===== src/fmpl_pkg.sv =====
// Package: shared types, codes and constants of the FLI multicolor pixel lookup
`default_nettype none

package fmpl_pkg;

  // Image memory geometry
  localparam int MEM_AW    = 16;
  localparam int MEM_DEPTH = 1 << MEM_AW;

  // Default location of the per-line multicolor table
  localparam int LINE_TABLE_BASE_DEF = 4096;

  // Bitmap banks and layout
  localparam logic [15:0] BITMAP_BANK_A  = 16'h4000;
  localparam logic [15:0] BITMAP_BANK_B  = 16'h6000;
  localparam int          ROW_STRIDE     = 312;
  localparam logic [15:0] COLOR_OFFSET   = 16'h0400;
  localparam int          LINE_STRIDE    = 17;
  localparam int          MC_SPACING     = 5;
  localparam int          ATTR_ROW_BYTES = 40;

  // Line and column limits of the lower area
  localparam logic [7:0] LINE_LOWER     = 8'd192;
  localparam logic [7:0] LINE_BANK_B_END = 8'd200;
  localparam logic [7:0] LINE_SPLIT_END = 8'd208;
  localparam logic [7:0] COL_SPLIT      = 8'd96;

  // Operation codes
  localparam logic [1:0] OP_WRITE_BYTE = 2'd0;
  localparam logic [1:0] OP_READ_PIXEL = 2'd1;
  localparam logic [1:0] OP_SET_MC     = 2'd2;
  localparam logic [1:0] OP_NONE       = 2'd3;

  // Line-pair groups per area, one attribute base register each
  localparam int NUM_GROUPS = 4;

  // Input transaction
  typedef struct packed {
    logic [1:0]  operation;
    logic [15:0] mem_address;
    logic [7:0]  mem_data;
    logic [7:0]  pixel_x;
    logic [7:0]  pixel_y;
    logic [7:0]  new_multicolor_one;
    logic [7:0]  new_multicolor_two;
  } in_item_t;

  // Output transaction
  typedef struct packed {
    logic [1:0] pixel_class;
    logic [7:0] pixel_color;
    logic [7:0] background_color;
    logic [7:0] foreground_color;
    logic [7:0] multicolor_one;
    logic [7:0] multicolor_two;
  } out_item_t;

  // Attribute base registers of one area
  typedef logic [NUM_GROUPS-1:0][15:0] attr_bank_t;

  // Which image address the address unit produces
  typedef enum logic [2:0] {
    ASEL_BMP,
    ASEL_CC,
    ASEL_CL,
    ASEL_MC1,
    ASEL_MC2,
    ASEL_WADDR
  } asel_t;

  // Sequencer states
  typedef enum logic [3:0] {
    ST_IDLE,
    ST_BMP,
    ST_CC,
    ST_CL,
    ST_MC1,
    ST_MC2,
    ST_WR1,
    ST_WR2,
    ST_FIN
  } state_t;

  // Bytes gathered for one pixel, handed to the color resolver
  typedef struct packed {
    logic [1:0] operation;
    logic [1:0] x_lo;
    logic [7:0] bmp;
    logic [7:0] cc;
    logic [7:0] cl;
    logic [7:0] mc1;
    logic [7:0] mc2;
  } capture_t;

endpackage

`default_nettype wire


===== src/fmpl_addr.sv =====
// Address unit: image addresses of bitmap, attribute and multicolor bytes
`default_nettype none

module fmpl_addr import fmpl_pkg::*; #(
  parameter int LINE_TABLE_BASE = LINE_TABLE_BASE_DEF
) (
  input  wire in_item_t   item,
  input  wire asel_t      asel,
  input  wire attr_bank_t upper_attr_base,
  input  wire attr_bank_t lower_attr_base,
  output logic [15:0]     addr
);

  localparam logic [15:0] LTB         = 16'(LINE_TABLE_BASE);
  localparam logic [15:0] MC_ADJ_EVEN = 16'd2;
  localparam logic [15:0] MC_ADJ_ODD  = 16'hFFFD;
  localparam logic [15:0] MC_ADJ_HIGH = 16'hFFFF;
  localparam logic [15:0] MC_ADJ_SEAM = 16'hFFFC;

  logic [7:0]  x;
  logic [7:0]  y;
  logic [4:0]  row;
  logic [1:0]  grp;
  logic        bank_b;
  logic [15:0] bmp_addr;
  logic [15:0] attr_off;
  logic [15:0] attr_base;
  logic [15:0] cl_addr;
  logic [15:0] cc_addr;
  logic [15:0] line_pos;
  logic [15:0] mc_adj;
  logic [15:0] mc1_addr;
  logic [15:0] mc2_addr;

  assign x   = item.pixel_x;
  assign y   = item.pixel_y;
  assign row = y[7:3];
  assign grp = y[2:1];

  // Second bitmap bank covers the first lines of the lower area and the left columns of the lines after them
  assign bank_b = (y >= LINE_LOWER) &&
                  ((y < LINE_BANK_B_END) || ((y < LINE_SPLIT_END) && (x < COL_SPLIT)));

  // Bitmap byte: bank + row stride + cell column + raster line
  assign bmp_addr = (bank_b ? BITMAP_BANK_B : BITMAP_BANK_A) + 16'(ROW_STRIDE * row)
                  + {7'd0, x[7:2], 3'd0} + {8'd0, y};

  // Attribute bytes: base picked by area and line-pair group
  assign attr_off = 16'(ATTR_ROW_BYTES * row) + {10'd0, x[7:2]};

  always_comb begin
    if (y < LINE_LOWER) begin
      attr_base = upper_attr_base[grp];
    end else if (bank_b) begin
      attr_base = lower_attr_base[grp];
    end else begin
      attr_base = lower_attr_base[grp] - COLOR_OFFSET;
    end
  end

  assign cl_addr = attr_base + attr_off;
  assign cc_addr = cl_addr + COLOR_OFFSET;

  // Multicolor table entry of the line, with the per-parity correction
  assign line_pos = LTB + 16'(LINE_STRIDE * y);

  always_comb begin
    if (!y[0]) begin
      mc_adj = (y < LINE_LOWER) ? 16'd0 : MC_ADJ_EVEN;
    end else begin
      mc_adj = (y <= LINE_LOWER) ? MC_ADJ_ODD : MC_ADJ_HIGH;
    end
  end

  always_comb begin
    if (y == LINE_LOWER) begin
      mc1_addr = LTB + MC_ADJ_SEAM;
      mc2_addr = LTB + MC_ADJ_SEAM + 16'd2;
    end else begin
      mc1_addr = line_pos + mc_adj;
      mc2_addr = line_pos + mc_adj + 16'(MC_SPACING);
    end
  end

  // Pick the address for the current access
  always_comb begin
    case (asel)
      ASEL_BMP:   addr = bmp_addr;
      ASEL_CC:    addr = cc_addr;
      ASEL_CL:    addr = cl_addr;
      ASEL_MC1:   addr = mc1_addr;
      ASEL_MC2:   addr = mc2_addr;
      ASEL_WADDR: addr = item.mem_address;
      default:    addr = item.mem_address;
    endcase
  end

endmodule

`default_nettype wire


===== config.mk =====
export PLATFORM = sky130hd
export DESIGN_NAME = fmpl_addr
export DESIGN_NICKNAME = d
export VERILOG_FILES = /design/src/fmpl_pkg.sv /design/src/fmpl_addr.sv
export SDC_FILE = /design/constraint.sdc
export NUM_CORES = 1
export LEC_CHECK = 0
export BUFFER_PORTS_ARGS = -buffer_cell sky130_fd_sc_hd__buf_2
export CAP_MARGIN = 10
export CORE_MARGIN = 3
export CORE_UTILIZATION = 35
export DETAILED_ROUTE_END_ITERATION = 8
export GPL_TIMING_DRIVEN = 0
export PLACE_DENSITY = 0.64
export SETUP_SLACK_MARGIN = 0.02
export SYNTH_ARGS = -nofsm -noshare
export SYNTH_HDL_FRONTEND = slang
export SYNTH_SLANG_ARGS = --single-unit

===== constraint.sdc =====
create_clock -name vclk -period 4.8
set_clock_uncertainty 0.05 [all_clocks]
set_input_delay 0 -clock vclk [all_inputs]
set_output_delay 0 -clock vclk [all_outputs]
set_load 0.005 [all_outputs]

Yosys cells after proc, flatten, opt, wreduce, memory -nomap -nowiden
Index checks and enable logic that the tools add are counted.
{ "classes": {"n_addsub": 10, "mul": 3, "magnitude_cmp": 7, "n_eq_ne": 5, "muxes": 13, "n_reduce_logical": 4} }
{ "ops": {"columns": ["operator", "n"], "rows": [
  ["$mux W16", 7],
  ["$pmux W16 S5", 1],
  ["$bmux W16 S2", 2],
  ["$lt A8 B8 Y1 const B", 3],
  ["$add A14 B16 Y16", 1],
  ["$add A15 B14 Y16", 1],
  ["$add A16 B11 Y16 const B", 1],
  ["$add A16 B12 Y16", 1],
  ["$add A16 B3 Y16 const B", 1],
  ["$add A16 B8 Y16", 1],
  ["$add A16 B9 Y16", 1],
  ["$sub A16 B11 Y16 const B", 1],
  ["$add A13 B13 Y14 const A", 1],
  ["$mux W14", 1],
  ["$mul A5 B8 Y13 const A", 1],
  ["$add A11 B6 Y12", 1],
  ["$mul A6 B5 Y11 const A", 1],
  ["$eq A8 B8 Y1 const B", 1],
  ["$ge A8 B8 Y1 const B", 1],
  ["$le A8 B8 Y1 const B", 1],
  ["$lt A8 B7 Y1 const B", 1],
  ["$mul A3 B5 Y8 const A", 1],
  ["$eq A3 B2 Y1 const B", 2],
  ["$mux W2", 2],
  ["other kinds (6)", 7]
]} }
{ "totals": {"register_bits": 0, "in_bits": 189, "output_inout_bits": 16, "elab_cells": 42} }

Depth between registers and ports, before layout
{ "depth": {"word_depth": 9, "mapped_depth": 20} }

Worst setup path after synthesis
No wires, ideal clock.
{ "synth_timing": {"kind": "input to output", "startpoint": "input port item[17] in the netlist's numbering", "endpoint": "output port addr[11]", "t_arrival_ns": 4.199, "path_slack_ns": 0.551, "path_stages": 19, "n_path_buf": 4, "cell_sequence": "buf_6 > clkbuf_8 > buf_1 > mux4_2 > nand2_1 > nand2_1 > fa_1 > ha_1 > clkbuf_1 > a21o_1 > a21oi_1 > a211oi_1 > o22ai_1 > xnor2_1 > ha_1 > o21ai_0 > a221oi_1 > o32ai_1 > a21oi_1"} }
{ "synth_via": {"elab_chain_cells": 9, "elab_cells_between_ends": 29, "classes_between": "add/sub (7); mul (1); order compare (5); eq/ne (1); mux (12); reduce/logical (3)"} }
{ "synth_lines": {"columns": ["item", "line", "rtl"], "rows": [
  ["start: declaration", "fmpl_addr.sv:7", "input wire in_item_t item,"],
  ["branches (longest 8 deep; another with $add A14 B16 Y16)", null, null],
  ["$pmux W16 S5 *", "fmpl_addr.sv:87", "case (asel)"],
  ["end: declaration", "fmpl_addr.sv:11", "output logic [15:0] addr"]
]} }
Every way passes the cells marked *. The select of a mux whose other input is x is not followed.

Worst setup path after layout
{ "layout_timing": {"startpoint": "input port item[16] in the netlist's numbering", "endpoint": "output port addr[6]"} }
Same word-level chain as after synthesis.

==> results.cfg <==
[setup_path]
crit_path_end_kind = output pin
path_cells = buf_2, inv_1, ha_1, and4_4, clkbuf_4, a21oi_1, ha_1, ha_1, ha_1, ha_1, fa_1, xor2_1, nand3_1, o311ai_0, a22oi_1, nor2b_1, o21a_1, a221oi_1, buf_2
crit_required_ns = 4.75
crit_path_max_fanout = 16
critPathMostFrequentCell = ha_1
cp_data_arrival_time_ns = 4.55
cpPeakStageDelay_ns = 0.51
cpMaxStageDelayCell = o311ai_0
critPathLaunchType = input port
crit_type = input port to output pin

[final_layout]
fin_area_sq_um = 6460
seq_area_sq_um = 0
antenna_cells = 0
clock_buffers = 0
drive_gt1_share_pct = 30.8
post-route-util_pct = 44.3
nets = 1130
numSequentialCells = 0
syn_to_final_growth_pct = 23.0
final_cell_count_no_fill = 1002

[pwr]
power.density_nw_per_um2 = 234
ir_drop_mv = 0.0783
power_mw = 1.51
leakagePower_nw = 3.14

[floorplanning]
initial_core_util_pct = 36.0
io_pins = 205
rows = 44
dieWidth_microns = 129
core_sq_um = 14600
die_h_microns = 129
dieArea_sq_um = 16500

[logic_synthesis]
synthesis.area_sq_um = 5250
seq_area_frac_synth_pct = 0
syn_inst = 643
synth_warnings = 0
syn-num-nets = 953
yosysTopAreaCellShare_pct = 24.3
synth_area_leaders = ha_1 24%, mux4_2 13%, fa_1 7.2%
syn_avg_cell_area_sq_um = 8.17
ys_types = 72
yosys.area.top_type = ha_1

[placed_design]
placed_cells = 1003
placedInstanceArea_sq_um = 6360
gp_congestion = 0.978
port-buffer-count = 176
hpwlAfterDp_microns = 15000

[grt]
overflow = 0
grt_pass1_wl_microns = 27000
antenna_found_initial = 0
grt_pass1_vias = 5399
grt_start_max_net_pins = 17
grt_use_total_pct = 20.1

[detailed_routing]
drtIter0Drc = 356
ant_nets = 0
routed_wirelength_microns = 17200
detail_route.vias_per_cell = 5.53
avgRoutedWirePerCell_microns = 17.2
drc = 0
firstDrtPassIters = 5
via_count = 5540

[sta]
setup_viol = 0
period_share_pct = 95.8
finalMaxSlewViolations = 0
hold_viol = 0
fmax_mhz = 217
hold_ws_ns = 0.237
period_needed_ns = 4.60
slew_headroom_pct = 54.9
worstMarginPinSlew_ns = 0.676
grt_setup_unrepaired = yes

[hold_path]
min_path_type = input port to output pin

[job]
drv_cap = 0

[status]
outcome = complete, no violations

[cts]
ctsHoldBuffers = 0
layout by cell type, fill, tap and decap left out, types with 6 or more instances in the layout:
| cell type | instances |
|---|---|
| buf_2 | 176 |
| ha_1 | 102 |
| nand2_1 | 64 |
| nor2_1 | 57 |
| a21oi_1 | 48 |
| inv_1 | 46 |
| o21ai_0 | 31 |
| mux4_2 | 31 |
| xnor2_1 | 27 |
| fa_1 | 19 |
| xor2_1 | 16 |
| a211oi_1 | 14 |
| nor3_1 | 11 |
| nor2b_1 | 9 |
| clkbuf_1 | 9 |
| a21o_1 | 8 |
| nand3_1 | 8 |
| o211ai_1 | 7 |
| mux2i_1 | 7 |
| o21a_1 | 6 |
| nand2b_1 | 6 |
| a221oi_1 | 6 |
synthesized netlist by cell type (3+ instances only):
library cell	count
nand3_1	8
clkbuf_1	13
a211oi_1	15
a221oi_2	3
nor2b_1	9
inv_1	47
xor2_1	16
mux2i_1	7
or2_2	3
nand4_1	4
mux4_2	31
nor4_1	3
a21oi_1	49
a221oi_1	8
nand2_1	64
fa_1	19
o21ai_0	32
o211ai_1	7
clkinv_1	3
buf_1	6
o22ai_1	5
or3_1	3
xnor2_1	30
a22oi_1	5
o21ai_1	4
a21o_1	8
nor3_1	11
ha_1	102
a31oi_1	4
o21bai_1	4
nor2_1	58
o21a_1	6
nand2b_1	6
timing repair:
item                                    in CTS  in global routing
pin swaps                                    0                  2
endpoints found under the setup margin       8                  6
gates cloned                                 0                  0
setup buffers                                0                  2
resized for setup                           15                 22
kinds of logic (layout without fill, tap and decap cells):
group | Yosys count | count (layout) | share of synthesized area, %
AO/OA/AOI/OAI | 171 | 171 | 21.8
XOR/XNOR | 49 | 49 | 8.60
adder cells (fa/ha/maj) | 121 | 121 | 31.5
buffers and inverters | 74 | 249 | 5.67
multiplexers | 42 | 42 | 16.0
AND/OR/NAND/NOR | 186 | 186 | 16.4
routing by layer:
metal,share of wire (%),GRT usage (%),up-vias
met5,0,0,-
met1,42,26.9,2559
met2,49,35.7,236
met3,7.3,1.99,14
li1,-,-,2731
met4,1.8,3.40,0
final timing paths:
path | from | to | cells after the start
max | item[16] | addr[6] | 19
min | item[47] | addr[7] | 4
area by class of cell:
cell class / instances / area, sq um
Multi-Input combinational cell: 569 / 5020
Fill cell: 1501 / 8130
Inverter: 51 / 191
Tap cell: 184 / 230
Buffer: 20 / 118
Timing Repair Buffer: 178 / 903
through the flow:
stage,TNS (ns),setup slack (ns)
after detailed placement,-2.01,-0.618
after global routing,0,0.00104
final,0,0.201
after floorplan,0,0.551
after global placement,-2.05,-0.639
after CTS,0,0.0261
report_power, final:
part	leakage [nW]	internal, mW	switching [mW]	total [mW]
clock network	0	0	0	0
logic	3.14	0.648	0.862	1.51
registers	0	0	0	0
total	3.14	0.648	0.862	1.51
worst max-delay path, delay by kind of cell:
family                     cells  cell delay (ns)
buffers and inverters          4             0.88
xor gates and xnor gates       1             0.29
and+or+nand+nor                3             0.50
adders and majority gates      6             1.54
AOI/OAI and AO/OA              5             1.35
(Power assumes the default switching activity.)
