===== src/fmpl_pkg.sv =====
// Package: shared types, codes and constants of the FLI multicolor pixel lookup
`default_nettype none

package fmpl_pkg;

  // Image memory geometry
  localparam int MEM_AW    = 16;
  localparam int MEM_DEPTH = 1 << MEM_AW;

  // Default location of the per-line multicolor table
  localparam int LINE_TABLE_BASE_DEF = 4096;

  // Bitmap banks and layout
  localparam logic [15:0] BITMAP_BANK_A  = 16'h4000;
  localparam logic [15:0] BITMAP_BANK_B  = 16'h6000;
  localparam int          ROW_STRIDE     = 312;
  localparam logic [15:0] COLOR_OFFSET   = 16'h0400;
  localparam int          LINE_STRIDE    = 17;
  localparam int          MC_SPACING     = 5;
  localparam int          ATTR_ROW_BYTES = 40;

  // Line and column limits of the lower area
  localparam logic [7:0] LINE_LOWER     = 8'd192;
  localparam logic [7:0] LINE_BANK_B_END = 8'd200;
  localparam logic [7:0] LINE_SPLIT_END = 8'd208;
  localparam logic [7:0] COL_SPLIT      = 8'd96;

  // Operation codes
  localparam logic [1:0] OP_WRITE_BYTE = 2'd0;
  localparam logic [1:0] OP_READ_PIXEL = 2'd1;
  localparam logic [1:0] OP_SET_MC     = 2'd2;
  localparam logic [1:0] OP_NONE       = 2'd3;

  // Line-pair groups per area, one attribute base register each
  localparam int NUM_GROUPS = 4;

  // Input transaction
  typedef struct packed {
    logic [1:0]  operation;
    logic [15:0] mem_address;
    logic [7:0]  mem_data;
    logic [7:0]  pixel_x;
    logic [7:0]  pixel_y;
    logic [7:0]  new_multicolor_one;
    logic [7:0]  new_multicolor_two;
  } in_item_t;

  // Output transaction
  typedef struct packed {
    logic [1:0] pixel_class;
    logic [7:0] pixel_color;
    logic [7:0] background_color;
    logic [7:0] foreground_color;
    logic [7:0] multicolor_one;
    logic [7:0] multicolor_two;
  } out_item_t;

  // Attribute base registers of one area
  typedef logic [NUM_GROUPS-1:0][15:0] attr_bank_t;

  // Which image address the address unit produces
  typedef enum logic [2:0] {
    ASEL_BMP,
    ASEL_CC,
    ASEL_CL,
    ASEL_MC1,
    ASEL_MC2,
    ASEL_WADDR
  } asel_t;

  // Sequencer states
  typedef enum logic [3:0] {
    ST_IDLE,
    ST_BMP,
    ST_CC,
    ST_CL,
    ST_MC1,
    ST_MC2,
    ST_WR1,
    ST_WR2,
    ST_FIN
  } state_t;

  // Bytes gathered for one pixel, handed to the color resolver
  typedef struct packed {
    logic [1:0] operation;
    logic [1:0] x_lo;
    logic [7:0] bmp;
    logic [7:0] cc;
    logic [7:0] cl;
    logic [7:0] mc1;
    logic [7:0] mc2;
  } capture_t;

endpackage

`default_nettype wire


===== src/fmpl_color.sv =====
// Color resolver: pixel class, attribute colors and the selected color
`default_nettype none

module fmpl_color import fmpl_pkg::*; (
  input  wire capture_t capt,
  output out_item_t     result
);

  logic [1:0] cls;
  logic [7:0] bg;
  logic [7:0] fg;
  logic [7:0] col;

  // Take the 2-bit class from the bitmap byte, leftmost pixel in the top bits
  always_comb begin
    case (capt.x_lo)
      2'd0:    cls = capt.bmp[7:6];
      2'd1:    cls = capt.bmp[5:4];
      2'd2:    cls = capt.bmp[3:2];
      2'd3:    cls = capt.bmp[1:0];
      default: cls = capt.bmp[1:0];
    endcase
  end

  // Combine nibbles of the two attribute bytes
  assign bg = {capt.cl[3:0], capt.cc[7:4]};
  assign fg = {capt.cl[7:4], capt.cc[3:0]};

  always_comb begin
    case (cls)
      2'd0:    col = capt.mc1;
      2'd1:    col = bg;
      2'd2:    col = fg;
      2'd3:    col = capt.mc2;
      default: col = capt.mc2;
    endcase
  end

  // Only a pixel read carries data; other operations answer with zeros
  always_comb begin
    if (capt.operation == OP_READ_PIXEL) begin
      result.pixel_class      = cls;
      result.pixel_color      = col;
      result.background_color = bg;
      result.foreground_color = fg;
      result.multicolor_one   = capt.mc1;
      result.multicolor_two   = capt.mc2;
    end else begin
      result = '0;
    end
  end

endmodule

`default_nettype wire


===== config.mk =====
export PLATFORM = sky130hd
export DESIGN_NAME = fmpl_color
export DESIGN_NICKNAME = d
export VERILOG_FILES = /design/src/fmpl_pkg.sv /design/src/fmpl_color.sv
export SDC_FILE = /design/constraint.sdc
export NUM_CORES = 1
export LEC_CHECK = 0
export BUFFER_PORTS_ARGS = -buffer_cell sky130_fd_sc_hd__buf_4
export CAP_MARGIN = 40
export CORE_AREA = 5 5 47 49
export DETAILED_ROUTE_END_ITERATION = 10
export DIE_AREA = 0 0 52 54
export GPL_TIMING_DRIVEN = 0
export PLACE_DENSITY = 0.92
export SYNTH_ARGS = -nofsm -noshare
export SYNTH_HDL_FRONTEND = slang
export SYNTH_SLANG_ARGS = --single-unit

===== constraint.sdc =====
create_clock -name vclk -period 4.45
set_input_delay 0.6675 -clock vclk [all_inputs]
set_output_delay 0.6675 -clock vclk [all_outputs]
set_load 0.05 [all_outputs]

======== Word-level counts from Yosys, hierarchy flattened ========
Cells that the tools add are included.
operators by class
  equality and inequality tests ........... 7
  muxes and demuxes ....................... 3
  reduce and logical (&&, ||, !) cells .... 2
operators by type and width
  kind                                            count
  2-to-1 mux 42 bit                               1
  case mux 8 bit (4 select lines)                 1
  == test 2 bit (second input constant)           4
  case mux 2 bit (4 select lines)                 1
  == test 2 x 1 -> 1 bit (second input constant)  3
  zero test 2 bit                                 2
word-level totals
  bits in registers ....................... 0
  output and inout bits ................... 42
  logic and storage cells ................. 12

======== Depth between registers and ports, before layout ========
Gate-level depths: netlist of the first run.
  word-level depth ........................ 5
  depth in mapped cells ................... 5
  gate-level depth less buffers ........... 3

======== Least setup slack after synthesis of the first run ========
Ideal clock, no wire load.
  path kind ............................... input to output
  start ................................... input capt[41] (netlist name)
  end ..................................... output result[32] (netlist name)
  arrival time ............................ 2.341 ns
  data required time ...................... 3.783 ns
  path slack .............................. 1.441 ns
  cell stages on the path ................. 5
  path buffers ............................ 2
  cell sequence ........................... mux4_2 > buf_6 > buf_12 > mux2i_1 > o22ai_1
RTL lines
  item         RTL line         text
  from (decl)  fmpl_color.sv:5  input wire capture_t capt,
  to (decl)    fmpl_color.sv:6  output out_item_t result

==> results.txt, run 1 <==
Period utilization: 61.6%
Register area share after synthesis: 0%
Wire per inst: 13.4 µm
Chip width: 52 µm
Arr. time, crit path: 2.07 ns
Post-CTS sizing: 0
CP max FO: 10
Worst setup SP type: primary input
IO Pins: 86
Die Height: 54 µm
Post-Route WL: 2460 µm
Vias: 816
Leakage power: 0.682 nW
Maximum clock frequency: 365 MHz
Core ar.: 0.00182 mm²
Status: finished, final reports clean
Drt pass-1 iters: 4
Max transition margin: 76.0%
PnR worst setup slack: 1.71 ns
DP Worst Slack: 1.69 ns
Yosys top cell by area: and2_1
Port bufs: 86
Unrepaired setup endpoints after global routing: no
Syn nets: 114
Final Util: 66.6%
Max Cap Viol: 0
Mapped cell area: 533 µm²
# DRC: 0
Nature of the critical path endpoint: primary output
Dpl hpwl: 2220 µm
Req. time, crit path: 3.78 ns
Area grow syn2layout: 127%
Synth area leaders: and2_1, mux2i_1, o22ai_1
Final setup fails: 0
Yosys Warn Count: 0
Filler cell count: 168
FF+latch count: 0
Post-synth top cells: and2_1, mux2i_1, o22ai_1, clkbuf_1, mux4_2
Area of the multi-input gates: 479 µm²
Grt ovf: 0
Initial antenna violation count: 0
Largest net degree at the start of global routing: 11
FF/Latch Area: 0 µm²
Starting Density: 29.3%
Hold slack: 1.71 ns
Max-slew violations: 0
Share of layout cells above drive strength 1: 58.3%
Gr usage total: 16.3%
Vias in the first global route: 851
Pwr Total: 0.177 mW
Post-DRT Antenna Nets: 0
Post-layout min period: 2.74 ns
Routability Congestion: 0.745
Starting DRC count in detailed routing: 3
Post-CTS setup buffers: 0
Power per cell area: 146 mW/mm²
Top-area cell type share of the netlist area: 37.6%
Hold buffer count at cts: 0
Mapped Avg Cell Area: 7.61 µm²
# rows: 16
Via density per instance: 4.46
NumNets Final: 202
Final Hold Fails: 0
Hold crit path type: primary input to primary output
Least-Margin Pin Slew: 0.360 ns
Synth unique cells: 13
Most frequent cell after synthesis: and2_1
Antenna Cells: 0
Clock buffers: 0
Peak VDD IR: 0.0826 mV
Setup TNS: 0 ns
Die area: 0.00281 mm²
Critical path class: primary input to primary output
First-pass GRT wire length: 3560 µm
Post-Synthesis Cells: 70
## through the flow
step | cell area, µm² | std cells
global placement | 1210 | 183
floorplan | 533 | 70
global route | 1210 | 183
detailed placement | 1210 | 183
CTS | 1210 | 183
finish | 1210 | 183
## path summary, 6_finish.rpt
path | from | to | slack [ns] | cells after the start
max | capt[41] | result[39] | 1.71 | 7
min | capt[22] | result[22] | 1.71 | 3
## cell families (layout without fill, tap and decap cells)
| logic type | Yosys count | in the layout | synth area share (%) |
|---|---|---|---|
| and+or+nand+nor | 36 | 36 | 42.0 |
| muxes | 18 | 18 | 38.5 |
| AOI/OAI and AO/OA | 8 | 8 | 9.39 |
| buffers and inverters | 8 | 94 | 10.1 |
## routing by layer
| layer | global-route usage (%) | part of all wire, % | routed length, µm |
|---|---|---|---|
| met1 | 16.6 | 35 | 872 |
| met3 | 2.49 | 7.2 | 176 |
| met4 | 3.93 | 1.8 | 45 |
| met2 | 34.1 | 56 | 1370 |
| met5 | 0 | 0 | 0 |
## worst max-delay path, stage by stage
cell,delay (ns)
buf_4,0.10
mux4_2,0.50
buf_6,0.17
buf_12,0.15
mux2i_1,0.11
o22ai_1,0.15
buf_4,0.23
## cell usage in the layout, fill, tap and decap left out, types with 2 or more instances in the layout
cell type	n
o22ai_1	8
mux4_2	2
and2_1	32
clkbuf_1	4
buf_4	86
mux2i_1	16
## final cells by class
cell class                 instances  area share, %
timing repair buffer              86           53.3
multi-input combinational         62           39.5
buffer                             7           4.13
tap                               27           2.79
inverter                           1          0.310
## power breakdown
part           total [mW]  switching, mW  internal (mW)
clock network           0              0              0
logic               0.177          0.103         0.0749
registers               0              0              0
total               0.177          0.103         0.0749
Power figures use the tool's default switching activity.
==> run 2, diff against run 1 <==
Settings changed: CORE_AREA 5 5 47 49 to 5 5 51 53, DIE_AREA 0 0 52 54 to 0 0 56 58, PLACE_DENSITY 0.92 to 0.83.
Clock period 4.45 ns to 2.5 ns, I/O delays scaled along.
==> run 2 against run 1 <==
  * Worst hold slack got worse by 0.58 ns
  * Cell count increased by 0.55%
  * Critical path type unchanged
  * Flip-flop and latch count unchanged
  * Sequential share of layout area unchanged
  * Non-clock buffer count unchanged
  * Total power increased by 80%
  * Die area increased by 16%
  * Worst setup slack got worse by 1.4 ns
  * Clock-buffer cell count unchanged
  * Via count increased by 1.3%
  * Global-route usage decreased by 1.5 points
  * Critical path depth unchanged
==> results.txt, run 2 (same netlist as run 1, synthesis figures left out) <==
Status: finished, final reports clean (unchanged)
Hold crit path type: primary input to primary output (unchanged)
Drt pass-1 iters: 4 (unchanged)
Period utilization: 86.1%
Routability Congestion: 0.743 (was 0.745)
Psw: 0.186 mW (was 0.103 mW)
Starting Density: 25.3% (was 29.3%)
Pint: 0.133 mW (was 0.0749 mW)
Cells along the critical path: buf_4 -> mux4_2 -> buf_6 -> buf_12 -> mux2i_1 -> o22ai_1 -> buf_4 (unchanged)
Most used cell, CP: buf_4 (unchanged)
Post-Route WL: 2590 µm (was 2460 µm)
Core ar.: 0.00211 mm² (was 0.00182 mm²)
Least-Margin Pin Slew: 0.426 ns (was 0.360 ns)
Final Hold Fails: 0 (unchanged)
Req. time, crit path: 2.12 ns (was 3.78 ns)
Post-CTS setup buffers: 0 (unchanged)
Slowest CP cell: mux4_2 (unchanged)
Post-layout min period: 2.15 ns
Worst setup path end: result[39] (unchanged)
Crit path buffers/inverters: 4 (unchanged)
First-pass GRT wire length: 4040 µm (was 3560 µm)
Post-DRT Antenna Nets: 0 (unchanged)
Max transition margin: 71.6% (was 76.0%)
Largest net degree at the start of global routing: 11 (unchanged)
Hold buffer count at cts: 0 (unchanged)
Delay of the slowest cell on the worst path: 0.49 ns (was 0.50 ns)
Post-CTS sizing: 0 (unchanged)
Area grow syn2layout: 128% (was 127%)
IO Pins: 86 (unchanged)
Dpl hpwl: 2340 µm (was 2220 µm)
Antenna Cells: 0 (unchanged)
Die Height: 58 µm (was 54 µm)
Met3 Use GR: 3.34% (was 2.49%)
Share of layout cells above drive strength 1: 58.3% (unchanged)
FF/Latch Area: 0 µm² (unchanged)
Initial antenna violation count: 0 (unchanged)
Worst setup SP type: primary input (unchanged)
Final Util: 57.6% (was 66.6%)
Power per cell area: 263 mW/mm² (was 146 mW/mm²)
Met2 Resource Use GR: 29.9% (was 34.1%)
NumNets Final: 202 (unchanged)
Comb power frac: 100.0% (about the same)
Max Cap Viol: 0 (unchanged)
# rows: 17 (was 16)
Vias: 827 (was 816)
Setup TNS: 0 ns (unchanged)
Grt ovf: 0 (unchanged)
Starting DRC count in detailed routing: 6 (was 3)
Gr busiest metal: met2 (unchanged)
Switch share: 58.2% (was 57.8%)
Vias in the first global route: 845 (was 851)
Clk pwr share: 0% (about the same)
Leakage power: 0.682 nW (unchanged)
Commonest non-fill, non-tap cells in the layout: buf_4, and2_1, mux2i_1, o22ai_1, clkbuf_1 (unchanged)
CP top delay family: buffers and inverters (unchanged)
Maximum clock frequency: 465 MHz
Die area: 0.00325 mm² (was 0.00281 mm²)
Max-slew violations: 0 (unchanged)
Via density per instance: 4.49 (was 4.46)
Grt met1 use: 16.4% (was 16.6%)
CP max FO: 10 (unchanged)
Gr usage total: 14.9% (was 16.3%)
Clock buffers: 0 (unchanged)
Port bufs: 86 (unchanged)
Cell depth of the worst setup path: 7 (unchanged)
Final setup fails: 0 (unchanged)
Wire per inst: 14.1 µm (was 13.4 µm)
Critical path class: primary input to primary output (unchanged)
FF+latch count: 0 (unchanged)
Peak VDD IR: 0.143 mV (was 0.0826 mV)
Crit path from: capt[41] (unchanged)
# DRC: 0 (unchanged)
Register share of total power: 0% (about the same)
Unrepaired setup endpoints after global routing: no (unchanged)
Chip width: 56 µm (was 52 µm)
Arr. time, crit path: 1.78 ns (was 2.07 ns)
Nature of the critical path endpoint: primary output (unchanged)
Most common cell after layout, fill and taps aside: buf_4 (unchanged)
run 2: power by group through the flow:
stage	clock network, mW	logic [mW]	registers (mW)
2_1_floorplan	0	0.197	0
4_1_cts	0	0.321	0
5_1_grt	0	0.336	0
3_5_place_dp	0	0.321	0
3_3_place_gp	0	0.316	0
6_report	0	0.319	0
run 2: final cells by class:
class / instances / area [µm²]
tap: 28 / 35.0
timing repair buffer: 86 / 646
inverter: 1 / 3.75
buffer: 7 / 50.0
multi-input combinational: 62 / 479
fill: 197 / 892
run 2: metrics by stage:
step	power [mW]	instance area [µm²]	setup WS [ns]	hold slack [ns]	instances
floorplan	0.197	533	0.0760	1.03	70
global placement	0.316	1210	0.347	1.12	184
detailed placement	0.321	1210	0.336	1.12	184
CTS	0.321	1210	0.342	1.13	184
global route	0.336	1210	0.241	1.14	184
finish	0.319	1210	0.348	1.13	184
run 2: layer usage:
metal | wire length, µm | part of all wire, %
met3 | 240 | 9.3
met5 | 0 | 0
met4 | 19 | 0.73
met1 | 955 | 37
met2 | 1380 | 53
run 2: how the worst min path moves through the flow:
stage	end	cells after the start	start
after global placement	result[31]	3	capt[19]
after global routing	result[5]	3	capt[5]
final	result[10]	3	capt[10]
after CTS	result[19]	3	capt[27]
after detailed placement	result[8]	3	capt[8]
after floorplan	result[0]	1	capt[0]
==> run 3, diff against run 2 <==
Settings changed: GPL_TIMING_DRIVEN 0 to not set, RECOVER_POWER set to 100.
==> run 3 against run 2 <==
  * First-iteration DRC count rose to 2.5 times the previous value
  * Fmax fell by 6.2%
  * Clock-buffer cell count did not move
  * Wire length fell by 3.5%
  * Die area did not move
  * Total power fell by 9.3%
==> results.txt, run 3 (same netlist as run 1, synthesis figures left out) <==
Antenna Cells: 0 (unchanged)
Initial antenna violation count: 0 (unchanged)
Commonest non-fill, non-tap cells in the layout: buf_4, clkbuf_2, and2_1, mux2i_1, and2_0 (was buf_4, and2_1, mux2i_1, o22ai_1, clkbuf_1)
PnR worst setup slack: 0.206 ns (was 0.348 ns)
Starting DRC count in detailed routing: 15 (was 6)
Filler cell count: 215 (was 197)
Placed Area: 0.00118 mm² (was 0.00121 mm²)
Grt ovf: 0 (unchanged)
Least-Margin Pin Slew: 0.610 ns (was 0.426 ns)
Vias in the first global route: 858 (was 845)
Delay of the slowest cell on the worst path: 0.74 ns (was 0.49 ns)
Register share of total power: 0% (about the same)
Critical path class: primary input to primary output (unchanged)
Area of the multi-input gates: 479 µm² (unchanged)
Post-DRT Antenna Nets: 0 (unchanged)
Final setup fails: 0 (unchanged)
Wire per inst: 14.0 µm (was 14.1 µm)
IO Pins: 86 (unchanged)
Post-Route WL: 2500 µm (was 2590 µm)
# rows: 17 (unchanged)
Port bufs: 86 (unchanged)
Vias: 817 (was 827)
Final Hold Fails: 0 (unchanged)
Cells along the critical path: buf_4 -> mux4_2 -> mux2i_1 -> o22ai_1 -> clkbuf_2 (was buf_4 -> mux4_2 -> buf_6 -> buf_12 -> mux2i_1 -> o22ai_1 -> buf_4)
Hold crit path type: primary input to primary output (unchanged)
Chip width: 56 µm (unchanged)
NumNets Final: 197 (was 202)
Drt pass-1 iters: 4 (unchanged)
Hold_sp: capt[7] (was capt[10])
Arr. time, crit path: 1.92 ns (was 1.78 ns)
Gr usage total: 14.3% (was 14.9%)
Max Cap Viol: 0 (unchanged)
Slowest CP cell: mux4_2 (unchanged)
Pint: 0.108 mW (was 0.133 mW)
Share of layout cells above drive strength 1: 58.3% (about the same)
FF+latch count: 0 (unchanged)
DP Worst Slack: 0.287 ns (was 0.336 ns)
Via density per instance: 4.56 (was 4.49)
Clk pwr share: 0% (about the same)
Post-CTS setup buffers: 0 (unchanged)
Switch share: 62.6% (was 58.2%)
Power per cell area: 264 mW/mm² (was 263 mW/mm²)
Area grow syn2layout: 105% (was 128%)
FF/Latch Area: 0 µm² (unchanged)
Placed insts: 179 (was 184)
Setup TNS: 0 ns (unchanged)
Largest net degree at the start of global routing: 18 (was 11)
Max transition margin: 59.5% (was 71.6%)
Leakage power: 0.628 nW (was 0.682 nW)
Nature of the critical path endpoint: primary output (unchanged)
First-pass GRT wire length: 3880 µm (was 4040 µm)
Comb power frac: 100.0% (about the same)
# DRC: 0 (unchanged)
Starting Density: 25.3% (unchanged)
Period utilization: 91.8% (was 86.1%)
Peak VDD IR: 0.169 mV (was 0.143 mV)
Core ar.: 0.00211 mm² (unchanged)
Post-CTS sizing: 0 (unchanged)
Req. time, crit path: 2.12 ns (about the same)
Unrepaired setup endpoints after global routing: no (unchanged)
Die area: 0.00325 mm² (unchanged)
Psw: 0.181 mW (was 0.186 mW)
Pwr Total: 0.289 mW (was 0.319 mW)
Max-slew violations: 0 (unchanged)
Design Area, Final: 0.00109 mm² (was 0.00121 mm²)
Status: finished, final reports clean (unchanged)
Most common cell after layout, fill and taps aside: buf_4 (unchanged)
Routability Congestion: 0.805 (was 0.743)
Maximum clock frequency: 436 MHz (was 465 MHz)
Worst setup SP type: primary input (unchanged)
Final std cells w/o fill: 179 (was 184)
Hold buffer count at cts: 0 (unchanged)
Die Height: 58 µm (unchanged)
Crit path from: capt[41] (unchanged)
Clock buffers: 0 (unchanged)
Post-layout min period: 2.29 ns (was 2.15 ns)
CP max FO: 17 (was 10)
## run 3: cell types whose count changed in the layout (fill, tap and decap cells not counted), sizes merged
cell / delta
clkbuf: +28
buf: -33
## run 3: stage by stage
| step | hold WS, ns | utilization (%) |
|---|---|---|
| after global routing | 1.14 | 52.0 |
| final | 1.13 | 52.0 |
| after global placement | 1.13 | 56.0 |
| after detailed placement | 1.12 | 56.0 |
| after CTS | 1.13 | 56.0 |
| after floorplan | 1.03 | - |
## run 3: area by class of cell
| cell class | count | share of cell area (%) |
|---|---|---|
| Inverter | 1 | 0.343 |
| Timing Repair Buffer | 88 | 52.7 |
| Multi-Input combinational cell | 62 | 43.8 |
| Tap cell | 28 | 3.20 |
## run 3: power by group through the flow
| stage | Combinational, mW | Sequential, mW | Clock, mW |
|---|---|---|---|
| 2_1_floorplan | 0.197 | 0 | 0 |
| 3_3_place_gp | 0.304 | 0 | 0 |
| 3_5_place_dp | 0.308 | 0 | 0 |
| 4_1_cts | 0.308 | 0 | 0 |
| 5_1_grt | 0.306 | 0 | 0 |
| 6_report | 0.289 | 0 | 0 |
## run 3: worst paths after layout
| check | to | slack [ns] | cells after the start |
|---|---|---|---|
| worst max-delay path | result[37] | 0.21 | 5 |
| worst min-delay path | result[7] | 1.13 | 3 |
## run 3: layer usage
layer | GRT usage [%] | share of wire (%) | vias up
li1 | - | - | 404
met1 | 14.2 | 35 | 351
met2 | 29.5 | 52 | 58
met3 | 4.45 | 11 | 4
met4 | 1.69 | 1.4 | 0
met5 | 0 | 0 | -
## run 3: critical path: cells and delay by family
family	cells	cell delay (ns)
multiplexers	2	0.95
buffers and inverters	2	0.41
AO/OA/AOI/OAI	1	0.18
